$ cat src/rtl/core/nsp_pkg.sv
`default_nettype none

package nsp_pkg;

  // Nibbles a data transaction may carry.
  localparam int DataNibbles = 16;
  localparam int DataBits    = 4 * DataNibbles;

  // A job holds at least the five nibbles of an instruction.
  localparam int JobNibbles  = (DataNibbles > 5) ? DataNibbles : 5;
  localparam int JobBits     = 4 * JobNibbles;
  localparam int CntBits     = $clog2(JobNibbles + 1);

  localparam int InstrNibbles = 5;
  localparam int ByteNibbles  = 2;

  typedef enum logic [2:0] {
    MODE_INSTR = 3'd0,
    MODE_DATA  = 3'd1,
    MODE_CHAR  = 3'd2,
    MODE_RAW   = 3'd3,
    MODE_FLUSH = 3'd4
  } mode_t;

  typedef enum logic [1:0] {
    JOB_PACK  = 2'd0,
    JOB_ERROR = 2'd1,
    JOB_FLUSH = 2'd2
  } job_kind_t;

  localparam logic STATUS_OK  = 1'b0;
  localparam logic STATUS_ESC = 1'b1;

  // One unit of back-end work; nibbles are left aligned, first one on top.
  typedef struct packed {
    job_kind_t            kind;
    logic [JobBits-1:0]   nibbles;
    logic [CntBits-1:0]   count;
  } job_t;

  // Queue write side.
  typedef struct packed {
    logic push;
    job_t job;
  } queue_wr_t;

  // Queue read side status.
  typedef struct packed {
    logic full;
    logic empty;
  } queue_stat_t;

endpackage

`default_nettype wire

$ cat src/rtl/core/nsp_if.sv
`default_nettype none

interface nsp_item_if;
  logic        valid;
  logic        ready;
  logic [2:0]  mode;
  logic [3:0]  opcode;
  logic [15:0] address;
  logic [63:0] data_value;
  logic [4:0]  nibble_count;
  logic [7:0]  text_char;

  modport source (
    output valid, mode, opcode, address, data_value, nibble_count, text_char,
    input  ready
  );
  modport sink (
    input  valid, mode, opcode, address, data_value, nibble_count, text_char,
    output ready
  );
endinterface

interface nsp_result_if;
  logic       valid;
  logic       ready;
  logic [7:0] out_byte;
  logic       status;
  logic       last;

  modport source (output valid, out_byte, status, last, input ready);
  modport sink   (input  valid, out_byte, status, last, output ready);
endinterface

`default_nettype wire

$ cat src/rtl/core/nsp_front.sv
`default_nettype none

module nsp_front (
  input  wire logic                 clk,
  input  wire logic                 rst,
  nsp_item_if.sink                  item,
  input  wire nsp_pkg::queue_stat_t q_stat,
  output nsp_pkg::queue_wr_t        q_wr
);

  logic escape;
  logic escape_next;
  logic accept;

  logic [nsp_pkg::CntBits-1:0] dcnt;
  logic [nsp_pkg::CntBits-1:0] dshift;
  logic [nsp_pkg::JobBits-1:0] dwin;
  logic [8:0]                  esc_dec;

  // {known, code}
  function automatic logic [8:0] decode_escape(input logic [7:0] c);
    logic [8:0] r;
    case (c)
      8'h30:   r = {1'b1, 8'd0};   // 0
      8'h61:   r = {1'b1, 8'd7};   // a
      8'h62:   r = {1'b1, 8'd8};   // b
      8'h66:   r = {1'b1, 8'd12};  // f
      8'h6E:   r = {1'b1, 8'd10};  // n
      8'h72:   r = {1'b1, 8'd13};  // r
      8'h74:   r = {1'b1, 8'd9};   // t
      8'h76:   r = {1'b1, 8'd11};  // v
      8'h27:   r = {1'b1, 8'h27};  // single quote
      8'h22:   r = {1'b1, 8'h22};  // double quote
      8'h5C:   r = {1'b1, 8'h5C};  // backslash
      8'h3F:   r = {1'b1, 8'h3F};  // question mark
      default: r = {1'b0, 8'd0};
    endcase
    return r;
  endfunction

  assign item.ready = !q_stat.full;
  assign accept     = item.valid && item.ready;

  always_comb begin
    if (item.nibble_count > 5'(nsp_pkg::DataNibbles)) begin
      dcnt = nsp_pkg::CntBits'(nsp_pkg::DataNibbles);
    end else begin
      dcnt = nsp_pkg::CntBits'(item.nibble_count);
    end
    dshift  = nsp_pkg::CntBits'(nsp_pkg::JobNibbles) - dcnt;
    dwin    = nsp_pkg::JobBits'(item.data_value[nsp_pkg::DataBits-1:0]);
    esc_dec = decode_escape(item.text_char);
  end

  always_comb begin
    escape_next       = escape;
    q_wr.push         = 1'b0;
    q_wr.job.kind     = nsp_pkg::JOB_PACK;
    q_wr.job.nibbles  = '0;
    q_wr.job.count    = '0;
    case (item.mode)
      nsp_pkg::MODE_INSTR: begin
        escape_next      = 1'b0;
        q_wr.push        = accept;
        q_wr.job.nibbles = nsp_pkg::JobBits'({item.opcode, item.address})
                           << (nsp_pkg::JobBits - 20);
        q_wr.job.count   = nsp_pkg::CntBits'(nsp_pkg::InstrNibbles);
      end
      nsp_pkg::MODE_DATA: begin
        escape_next      = 1'b0;
        q_wr.push        = accept && (dcnt != '0);
        q_wr.job.nibbles = dwin << {dshift, 2'b00};
        q_wr.job.count   = dcnt;
      end
      nsp_pkg::MODE_CHAR: begin
        if (escape) begin
          escape_next = 1'b0;
          q_wr.push   = accept;
          if (esc_dec[8]) begin
            q_wr.job.nibbles = nsp_pkg::JobBits'(esc_dec[7:0])
                               << (nsp_pkg::JobBits - 8);
            q_wr.job.count   = nsp_pkg::CntBits'(nsp_pkg::ByteNibbles);
          end else begin
            q_wr.job.kind = nsp_pkg::JOB_ERROR;
          end
        end else if (item.text_char == 8'h5C) begin
          escape_next = 1'b1;  // marker only, nothing queued
        end else begin
          q_wr.push        = accept;
          q_wr.job.nibbles = nsp_pkg::JobBits'(item.text_char)
                             << (nsp_pkg::JobBits - 8);
          q_wr.job.count   = nsp_pkg::CntBits'(nsp_pkg::ByteNibbles);
        end
      end
      nsp_pkg::MODE_RAW: begin
        escape_next      = 1'b0;
        q_wr.push        = accept;
        q_wr.job.nibbles = nsp_pkg::JobBits'(item.text_char)
                           << (nsp_pkg::JobBits - 8);
        q_wr.job.count   = nsp_pkg::CntBits'(nsp_pkg::ByteNibbles);
      end
      nsp_pkg::MODE_FLUSH: begin
        escape_next   = 1'b0;
        q_wr.push     = accept;
        q_wr.job.kind = nsp_pkg::JOB_FLUSH;
      end
      default: begin
      end
    endcase
  end

  always_ff @(posedge clk) begin
    if (rst) begin
      escape <= 1'b0;
    end else if (accept) begin
      escape <= escape_next;
    end
  end

endmodule

`default_nettype wire

$ cat src/rtl/core/nsp_queue.sv
`default_nettype none

module nsp_queue (
  input  wire logic               clk,
  input  wire logic               rst,
  input  wire nsp_pkg::queue_wr_t wr,
  input  wire logic               pop,
  output nsp_pkg::job_t           head,
  output nsp_pkg::queue_stat_t    stat
);

  nsp_pkg::job_t mem [2];
  logic       wptr;
  logic       rptr;
  logic [1:0] fill;
  logic       do_push;
  logic       do_pop;

  assign stat.full  = (fill == 2'd2);
  assign stat.empty = (fill == 2'd0);
  assign do_push    = wr.push && !stat.full;
  assign do_pop     = pop && !stat.empty;
  assign head       = mem[rptr];

  always_ff @(posedge clk) begin
    if (do_push) begin
      mem[wptr] <= wr.job;
    end
  end

  always_ff @(posedge clk) begin
    if (rst) begin
      wptr <= 1'b0;
      rptr <= 1'b0;
      fill <= 2'd0;
    end else begin
      if (do_push) wptr <= !wptr;
      if (do_pop)  rptr <= !rptr;
      fill <= fill + 2'(do_push) - 2'(do_pop);
    end
  end

endmodule

`default_nettype wire

$ cat src/rtl/core/nsp_back.sv
`default_nettype none

module nsp_back (
  input  wire logic                 clk,
  input  wire logic                 rst,
  input  wire nsp_pkg::job_t        head,
  input  wire nsp_pkg::queue_stat_t q_stat,
  output logic                      pop,
  nsp_result_if.source              result
);

  logic                        busy, busy_next;
  nsp_pkg::job_kind_t          kind, kind_next;
  logic [nsp_pkg::JobBits-1:0] shreg, shreg_next;
  logic [nsp_pkg::CntBits-1:0] rem, rem_next;
  logic [3:0]                  pend, pend_next;
  logic                        pend_valid, pend_valid_next;
  logic                        out_valid, out_valid_next;
  logic [7:0]                  out_byte, out_byte_next;
  logic                        out_status, out_status_next;
  logic                        out_last, out_last_next;
  logic                        advance;
  logic [3:0]                  nib;

  assign result.valid    = out_valid;
  assign result.out_byte = out_byte;
  assign result.status   = out_status;
  assign result.last     = out_last;

  assign advance = busy && (!out_valid || result.ready);
  assign pop     = !busy && !q_stat.empty;
  assign nib     = shreg[nsp_pkg::JobBits-1 -: 4];

  always_comb begin
    busy_next       = busy;
    kind_next       = kind;
    shreg_next      = shreg;
    rem_next        = rem;
    pend_next       = pend;
    pend_valid_next = pend_valid;
    out_valid_next  = out_valid && !result.ready;
    out_byte_next   = out_byte;
    out_status_next = out_status;
    out_last_next   = out_last;

    if (pop) begin
      busy_next  = 1'b1;
      kind_next  = head.kind;
      shreg_next = head.nibbles;
      rem_next   = head.count;
    end else if (advance) begin
      case (kind)
        nsp_pkg::JOB_PACK: begin
          if (pend_valid) begin
            out_valid_next  = 1'b1;
            out_byte_next   = {pend, nib};
            out_status_next = nsp_pkg::STATUS_OK;
            out_last_next   = (rem <= nsp_pkg::CntBits'(2));
            pend_valid_next = 1'b0;
            pend_next       = 4'd0;
          end else begin
            pend_next       = nib;
            pend_valid_next = 1'b1;
          end
          shreg_next = shreg << 4;
          rem_next   = rem - nsp_pkg::CntBits'(1);
          busy_next  = (rem > nsp_pkg::CntBits'(1));
        end
        nsp_pkg::JOB_ERROR: begin
          out_valid_next  = 1'b1;
          out_byte_next   = 8'd0;
          out_status_next = nsp_pkg::STATUS_ESC;
          out_last_next   = 1'b1;
          busy_next       = 1'b0;
        end
        nsp_pkg::JOB_FLUSH: begin
          if (pend_valid) begin
            out_valid_next  = 1'b1;
            out_byte_next   = {pend, 4'd0};
            out_status_next = nsp_pkg::STATUS_OK;
            out_last_next   = 1'b1;
          end
          pend_valid_next = 1'b0;
          pend_next       = 4'd0;
          busy_next       = 1'b0;
        end
        default: begin
          busy_next = 1'b0;
        end
      endcase
    end
  end

  always_ff @(posedge clk) begin
    if (rst) begin
      busy       <= 1'b0;
      pend       <= 4'd0;
      pend_valid <= 1'b0;
      out_valid  <= 1'b0;
    end else begin
      busy       <= busy_next;
      pend       <= pend_next;
      pend_valid <= pend_valid_next;
      out_valid  <= out_valid_next;
    end
  end

  always_ff @(posedge clk) begin
    kind       <= kind_next;
    shreg      <= shreg_next;
    rem        <= rem_next;
    out_byte   <= out_byte_next;
    out_status <= out_status_next;
    out_last   <= out_last_next;
  end

endmodule

`default_nettype wire

$ cat src/rtl/core/nibble_stream_packer.sv
`default_nettype none

// Channel  Dir  Fields                                            Accept
// item     in   mode opcode address data_value nibble_count      valid && ready
//               text_char
// result   out  out_byte status last                              valid && ready
//
// A transaction is classified in the cycle it is accepted and queued as a job
// (two-entry queue); an escape marker or an empty data item queues nothing.
// The back end loads one job at a time and shifts out its nibbles in order,
// pairing them into bytes (an error or flush job takes a single step); it
// loads the next job only when the current one is done.
// Reset (rst, synchronous) clears the queue, the pending nibble and the
// escape flag. A stalled result holds the back end; the front keeps taking
// transactions until the queue is full.

module nibble_stream_packer (
  input  wire logic    clk,
  input  wire logic    rst,
  nsp_item_if.sink     item,
  nsp_result_if.source result
);

  nsp_pkg::queue_wr_t   q_wr;
  nsp_pkg::queue_stat_t q_stat;
  nsp_pkg::job_t        q_head;
  logic                 q_pop;

  // Front: accept, track escapes, turn transactions into jobs for the queue.
  nsp_front u_front (
    .clk    (clk),
    .rst    (rst),
    .item   (item),
    .q_stat (q_stat),
    .q_wr   (q_wr)
  );

  // Decoupling queue between front and back.
  nsp_queue u_queue (
    .clk  (clk),
    .rst  (rst),
    .wr   (q_wr),
    .pop  (q_pop),
    .head (q_head),
    .stat (q_stat)
  );

  // Back: pack nibbles into bytes, one nibble per cycle while the result is not stalled, with output register.
  nsp_back u_back (
    .clk    (clk),
    .rst    (rst),
    .head   (q_head),
    .q_stat (q_stat),
    .pop    (q_pop),
    .result (result)
  );

endmodule

`default_nettype wire
$ cat src/flat_wrapper.sv
// flat-port wrapper written by rule: the top's interface ports become plain ports
module nibble_stream_packer_flat 
  (clk, rst, item_valid, item_mode, item_opcode, item_address, item_data_value, item_nibble_count, item_text_char, item_ready, result_valid, result_out_byte, result_status, result_last, result_ready);
  nsp_item_if item_i ();
  nsp_result_if result_i ();
  input  wire logic clk;
  input  wire logic rst;
  input wire logic [$bits(item_i.valid)-1:0] item_valid;
  input wire logic [$bits(item_i.mode)-1:0] item_mode;
  input wire logic [$bits(item_i.opcode)-1:0] item_opcode;
  input wire logic [$bits(item_i.address)-1:0] item_address;
  input wire logic [$bits(item_i.data_value)-1:0] item_data_value;
  input wire logic [$bits(item_i.nibble_count)-1:0] item_nibble_count;
  input wire logic [$bits(item_i.text_char)-1:0] item_text_char;
  output wire logic [$bits(item_i.ready)-1:0] item_ready;
  output wire logic [$bits(result_i.valid)-1:0] result_valid;
  output wire logic [$bits(result_i.out_byte)-1:0] result_out_byte;
  output wire logic [$bits(result_i.status)-1:0] result_status;
  output wire logic [$bits(result_i.last)-1:0] result_last;
  input wire logic [$bits(result_i.ready)-1:0] result_ready;
  assign item_i.valid = item_valid;
  assign item_i.mode = item_mode;
  assign item_i.opcode = item_opcode;
  assign item_i.address = item_address;
  assign item_i.data_value = item_data_value;
  assign item_i.nibble_count = item_nibble_count;
  assign item_i.text_char = item_text_char;
  assign item_ready = item_i.ready;
  assign result_valid = result_i.valid;
  assign result_out_byte = result_i.out_byte;
  assign result_status = result_i.status;
  assign result_last = result_i.last;
  assign result_i.ready = result_ready;
  nibble_stream_packer u_core (.clk(clk), .rst(rst), .item(item_i), .result(result_i));
endmodule
$ cat config.mk
export PLATFORM = sky130hd
export DESIGN_NAME = nibble_stream_packer_flat
export DESIGN_NICKNAME = d
export VERILOG_FILES = /design/src/rtl/core/nsp_pkg.sv /design/src/rtl/core/nsp_if.sv /design/src/rtl/core/nsp_front.sv /design/src/rtl/core/nsp_queue.sv /design/src/rtl/core/nsp_back.sv /design/src/rtl/core/nibble_stream_packer.sv /design/src/flat_wrapper.sv
export SDC_FILE = /design/constraint.sdc
export NUM_CORES = 1
export LEC_CHECK = 0
export BUFFER_PORTS_ARGS = -buffer_cell sky130_fd_sc_hd__buf_2
export CORE_AREA = 2 2 146 148
export CTS_CLUSTER_SIZE = 24
export DETAILED_ROUTE_END_ITERATION = 8
export DIE_AREA = 0 0 148 150
export PLACE_DENSITY = 0.8
export SETUP_SLACK_MARGIN = 0.05
export SKIP_LAST_GASP = 1
export SLEW_MARGIN = 20
export SYNTH_ARGS = -nofsm -noshare
export SYNTH_HDL_FRONTEND = slang
export SYNTH_SLANG_ARGS = --single-unit
$ cat constraint.sdc
create_clock -name clk -period 6.7 [get_ports clk]
set_input_delay 0.335 -clock clk [delete_from_list [all_inputs] [get_ports clk]]
set_output_delay 0.335 -clock clk [all_outputs]
set_load 0.005 [all_outputs]
; ---- Yosys cells after proc, flatten, opt, wreduce, memory -nomap -nowiden
; Memories as Yosys holds them, arrays and structs flattened. A register that Yosys moved wholly into a read port is not among the register bits.
; Cells that the tools add are included.
[word_totals]
reg_bits = 93
ram_bits = 142
input_bits = 104
out_inout_bits = 12
word_cells = 123
n_memories = 1
[classes]
n_addsub = 4
magnitude_cmp = 3
eq_ne = 22
shifts = 1
muxes = 44
n_bitwise = 1
n_reduce_logical = 33
[mem_list]
columns = name, depth, width, rd, rd_clocked_by_memory_dff, wr, line
row1 = u_core.u_queue.mem, 2, 71, 1, 1, 1, nsp_queue.sv:12  ; nsp_pkg::job_t mem [2];
[op_table]
columns = op, count
row1 = 69-bit one-hot mux with 4 select lines, 1
row2 = 69-bit 2-to-1 mux, 3
row3 = 64-bit 2-to-1 mux, 3
row4 = 9-bit one-hot mux with 12 select lines, 1
row5 = 8-bit by 7-bit == test with 1-bit output (second input constant), 8
row6 = 64-bit by 7-bit left shift with 64-bit output, 1
row7 = 8-bit by 6-bit == test with 1-bit output (second input constant), 4
row8 = 8-bit one-hot mux with 3 select lines, 1
row9 = 5-bit 2-to-1 mux, 4
row10 = 1-bit 2-to-1 mux, 19
row11 = 8-bit 2-to-1 mux, 2
row12 = 2-bit nonzero test, 5
row13 = 1-bit one-hot mux with 2 select lines, 4
row14 = 4-bit one-hot mux with 2 select lines, 1
row15 = 1-bit logical AND, 7
row16 = 1-bit zero test, 7
row17 = 3-bit by 2-bit == test with 1-bit output (second input constant), 2
row18 = 1-bit one-hot mux with 3 select lines, 2
row19 = 5-bit by 1-bit greater-than comparator with 1-bit output (second input constant), 1
row20 = 5-bit greater-than comparator (second input constant), 1
row21 = 5-bit by 2-bit <= comparator with 1-bit output (second input constant), 1
row22 = 5-bit AND reduction, 1
row23 = 5-bit nonzero test, 1
row24 = 5-bit by 1-bit subtractor with 5-bit output (second input constant), 1
row25 = 23 further kinds, 27

; ---- Logic depth before layout (Yosys ltp)
[logic_depth]
word_depth = 9
mapped_depth = 18

; ---- Cells and area by module
; Synthesis repeated with hierarchy kept, for this count alone.
[hier_totals]
cells_unflattened = 895
area_unflattened_um2 = 12883.6
[by_module_without_submodules]
columns = mod, instances, cells_each, area_each_um2, seq_area_each_um2
row1 = nsp_queue, 1, 248, 5355.1, 4364.2
row2 = nsp_back, 1, 225, 3995.1, 2572.5
row3 = nsp_front, 1, 422, 3533.4, 20.0

; ---- Worst setup path before layout
; Ideal clock, no wire load.
[synth_path]
kind = input-to-reg
startpoint = in item_nibble_count[4]
endpoint = mem u_core.u_queue.mem[0][0] (netlist bit) (enable)
setup_time_ps = 500
arrival_time_ps = 5030
setup_slack_ps = 1169
path_stages = 13
path_buffers = 4
cell_sequence = buf_6 nor2b_4 buf_12 inv_4 buf_6 buf_2 ha_1 o21a_1 ha_1 a21o_1 a21oi_1 o21ai_2 nor2_1
[synth_via]
elab_chain_len = 8
[synth_lines]
columns = element, line
row1 = from (decl), flat_wrapper.sv:13  ; input wire logic [$bits(item_i.nibble_count)-1:0] item_nibble_count;
row2 = 5-bit greater-than comparator, nsp_front.sv:45  ; if (item.nibble_count > 5'(nsp_pkg::DataNibbles)) begin
row3 = 5-bit 2-to-1 mux (*), nsp_front.sv:45
row4 = 5-bit nonzero test (*), nsp_front.sv:71  ; q_wr.push = accept && (dcnt != '0);
row5 = 1-bit logical AND (*), nsp_front.sv:71
row6 = 1-bit one-hot mux with 3 select lines (*), nsp_front.sv:61  ; case (item.mode)
row7 = 1-bit logical AND (*), nsp_queue.sv:21  ; assign do_push = wr.push && !stat.full;
row8 = 1-bit 2-to-1 mux (*), nsp_queue.sv:26  ; if (do_push) begin
row9 = 1-bit 2-to-1 mux (implied by the code) (*), nsp_queue.sv:27  ; mem[wptr] <= wr.job;
row10 = to (decl), nsp_queue.sv:12
; Mark *: on every way between the ends. The rest lies on a longest branch, timed or not.

==> run summary <==
hpwl dp: 19140 um
yosys warns: 0
worst path cell trace: buf_2 > nor2b_4 > buf_4 > inv_4 > ha_4 > nor2_1 > and3_1 > a21oi_1 > o22ai_1 > a21o_1
Mapped Area: 12180 um^2
routing usage on met3: 2.896%
Core Region: 20690 um^2
GR peak layer: met2
Die Span X: 148 um
DRT antenna net count: 0
Vias/cell: 6.148
async set or reset register ratio after synthesis: 0%
Slew headroom: 34.17%
endpoints failing hold: 0
global-route wire length before repair: 43270 um
crit path max fanout: 78
vias: 8460
DRT Pass-1 Iters: 6
# DRC: 0
Skew-Pair Late Insertion Delay: 0.50 ns
crit path launch type: primary input
M2 GR Usage: 39.35%
GRT Overall Usage: 25.11%
Initial Util: 58.85%
clock skew: 0.01129 ns
Critical Path RT: 6.95 ns
flops & latches, synth: 236
power per cell area: 357.4 nW/um^2
Least-Margin Pin Slew: 0.9874 ns
Worst-path clk slew: 0.06 ns
ratio of cells with drive above 1 in the final layout: 18.17%
Resized Gates After CTS: 0
Post-synth EDFFs: 223
IO Count: 116
Max Clk Rate: 0.2842 GHz
Max-Cap Viols: 0
Final min period: 3.518 ns
leading cell type in the layout, fill and taps excluded: edfxtp_1
worst min-delay path class: primary input to register
die footprint: 22200 um^2
WL/cell: 20.37 um
gr ovfl total: 0
Core Util, Final: 66.01%
library cells used by synthesis: 66
post-synthesis sequential area ratio: 57.14%
instance count of the mapped netlist: 1003
FP Rows: 53
clk root buf: clkbuf_16
# hold bufs at CTS: 0
1st-iter DRT viols: 1076
commonest cells after routing, fill and taps aside: edfxtp_1, mux2i_1, nand2_1
Placer Congestion: 0.9192
antenna fix cells: 0
TritonCTS Buffers: 24
syn avg cell area: 12.14 um^2
status: complete, no violations
Nets: 1198
Synth Flop Type: edfxtp_1
Area growth syn-to-layout: 12.17%
pin count of the biggest net entering global routing: 113
max incr delay on CP: 1.01 ns
post-synthesis net count: 1117
number of global-route vias before repair: 7884
RSZ-0062 raised after global routing: false
final total power: 4.880 mW
H-tree levels: 1
post-detailed-routing wire length: 28030 um
Leakage Power: 5.218 nW
Slew Viols, Final: 0
VDD IR max: 0.2331 mV
initial antenna violation count: 0
WS Path Type: primary input to register
Max Root-Sink Buffers: 3
setup tns final: 0 ns
met1 GRT Util: 37.72%
Die H: 150 um
PortBufs: 115
CTS tree: yes
Post-CTS Setup Repair Bufs: 0
Setup violations, final: 0
Crit-path slowest cell: ha_4
final worst-path cycle share: 52.51%
clock sink total: 236
crit path DAT: 3.77 ns
crit end category: register
cells by family after synthesis:
family	synth area share [%]
xor+xnor	0.9454
flops	57.14
mux	16.83
simple gates	10.77
fa+ha+maj	1.028
buf+inv	3.309
compound gates	9.978
per-layer routing:
layer  vias up  routed length, um
met2       439              12890
met3        33               2345
li1       3919                  -
met5         -                  0
met1      4069              12250
met4         0                546
cell usage after synthesis (6+ instances only):
master	n	share of area, %
nor2_1	63	1.9
inv_1	12	0.37
nand3_1	17	0.70
o21ai_0	78	3.2
nand2b_1	7	0.36
nor3_1	12	0.49
and3_1	12	0.62
clkbuf_1	41	1.3
nand3b_1	7	0.43
dfxtp_1	13	2.1
a211oi_1	6	0.37
mux4_2	18	3.3
a22oi_1	6	0.37
o22ai_1	14	0.72
a21o_1	11	0.68
edfxtp_1	223	55
ha_1	10	1.0
nor2b_1	9	0.46
and2_1	18	0.92
a21oi_1	37	1.5
nand2_1	121	3.7
a31oi_1	7	0.36
mux2i_1	162	13
buf_2	16	0.66
area by class of cell:
cell class | count | area [um^2]
well taps | 275 | 344.1
fillers | 1516 | 7033
inverters | 13 | 51.30
clock inverters | 10 | 105.1
multi-input cells | 683 | 4852
flip-flops and latches | 236 | 6960
repair buffers | 126 | 658.1
clock buffers | 33 | 685.7
sequential cells by signal (all words and copies together), names as in the netlist, 2 cells and up, named ones only:
register                       cells
u_core.u_back.kind                 2
u_core.u_back.pend                 4
u_core.u_back.rem                  5
u_core.u_back.result.out_byte      8
u_core.u_back.shreg               64
u_core.u_queue.fill                2
u_core.u_queue.mem               142
where the power goes:
| group | switching, mW | internal [mW] |
|---|---|---|
| logic | 0.829 | 0.457 |
| clock network | 0.526 | 0.794 |
| registers | 0.157 | 2.12 |
| total | 1.51 | 3.37 |
worst paths after layout:
kind              cells past startpoint                  start  slack (ns)                         to
setup / recovery                     10   item_nibble_count[4]        3.18  u_core.u_queue.mem[1][56]
hold / removal                        2       item_address[10]        0.16  u_core.u_queue.mem[1][59]
setup reg to reg                      5  u_core.u_front.escape        4.21   u_core.u_queue.mem[0][6]
hold reg to reg                       2  u_core.u_back.pend[0]        0.45      u_core.u_back.pend[0]
worst max-delay path: cells and delay by family:
kind / cells / cell delay [ns]
AO/OA/AOI/OAI: 3 / 0.50
adder cells (fa/ha/maj): 1 / 1.01
buffers and inverters: 3 / 1.04
AND/OR/NAND/NOR: 3 / 0.83
metrics by stage:
step                cells  setup WS, ns  hold WS [ns]  area (um^2)
finish               1376         3.182        0.1593        13660
global route         1376         2.927        0.1468        13660
CTS                  1376         3.209        0.1427        13660
detailed placement   1333         2.693        0.4416        12870
global placement     1333         2.759        0.4361        12870
floorplan            1003         1.169        0.4041        12180
Power figures use the tool's default switching activity.
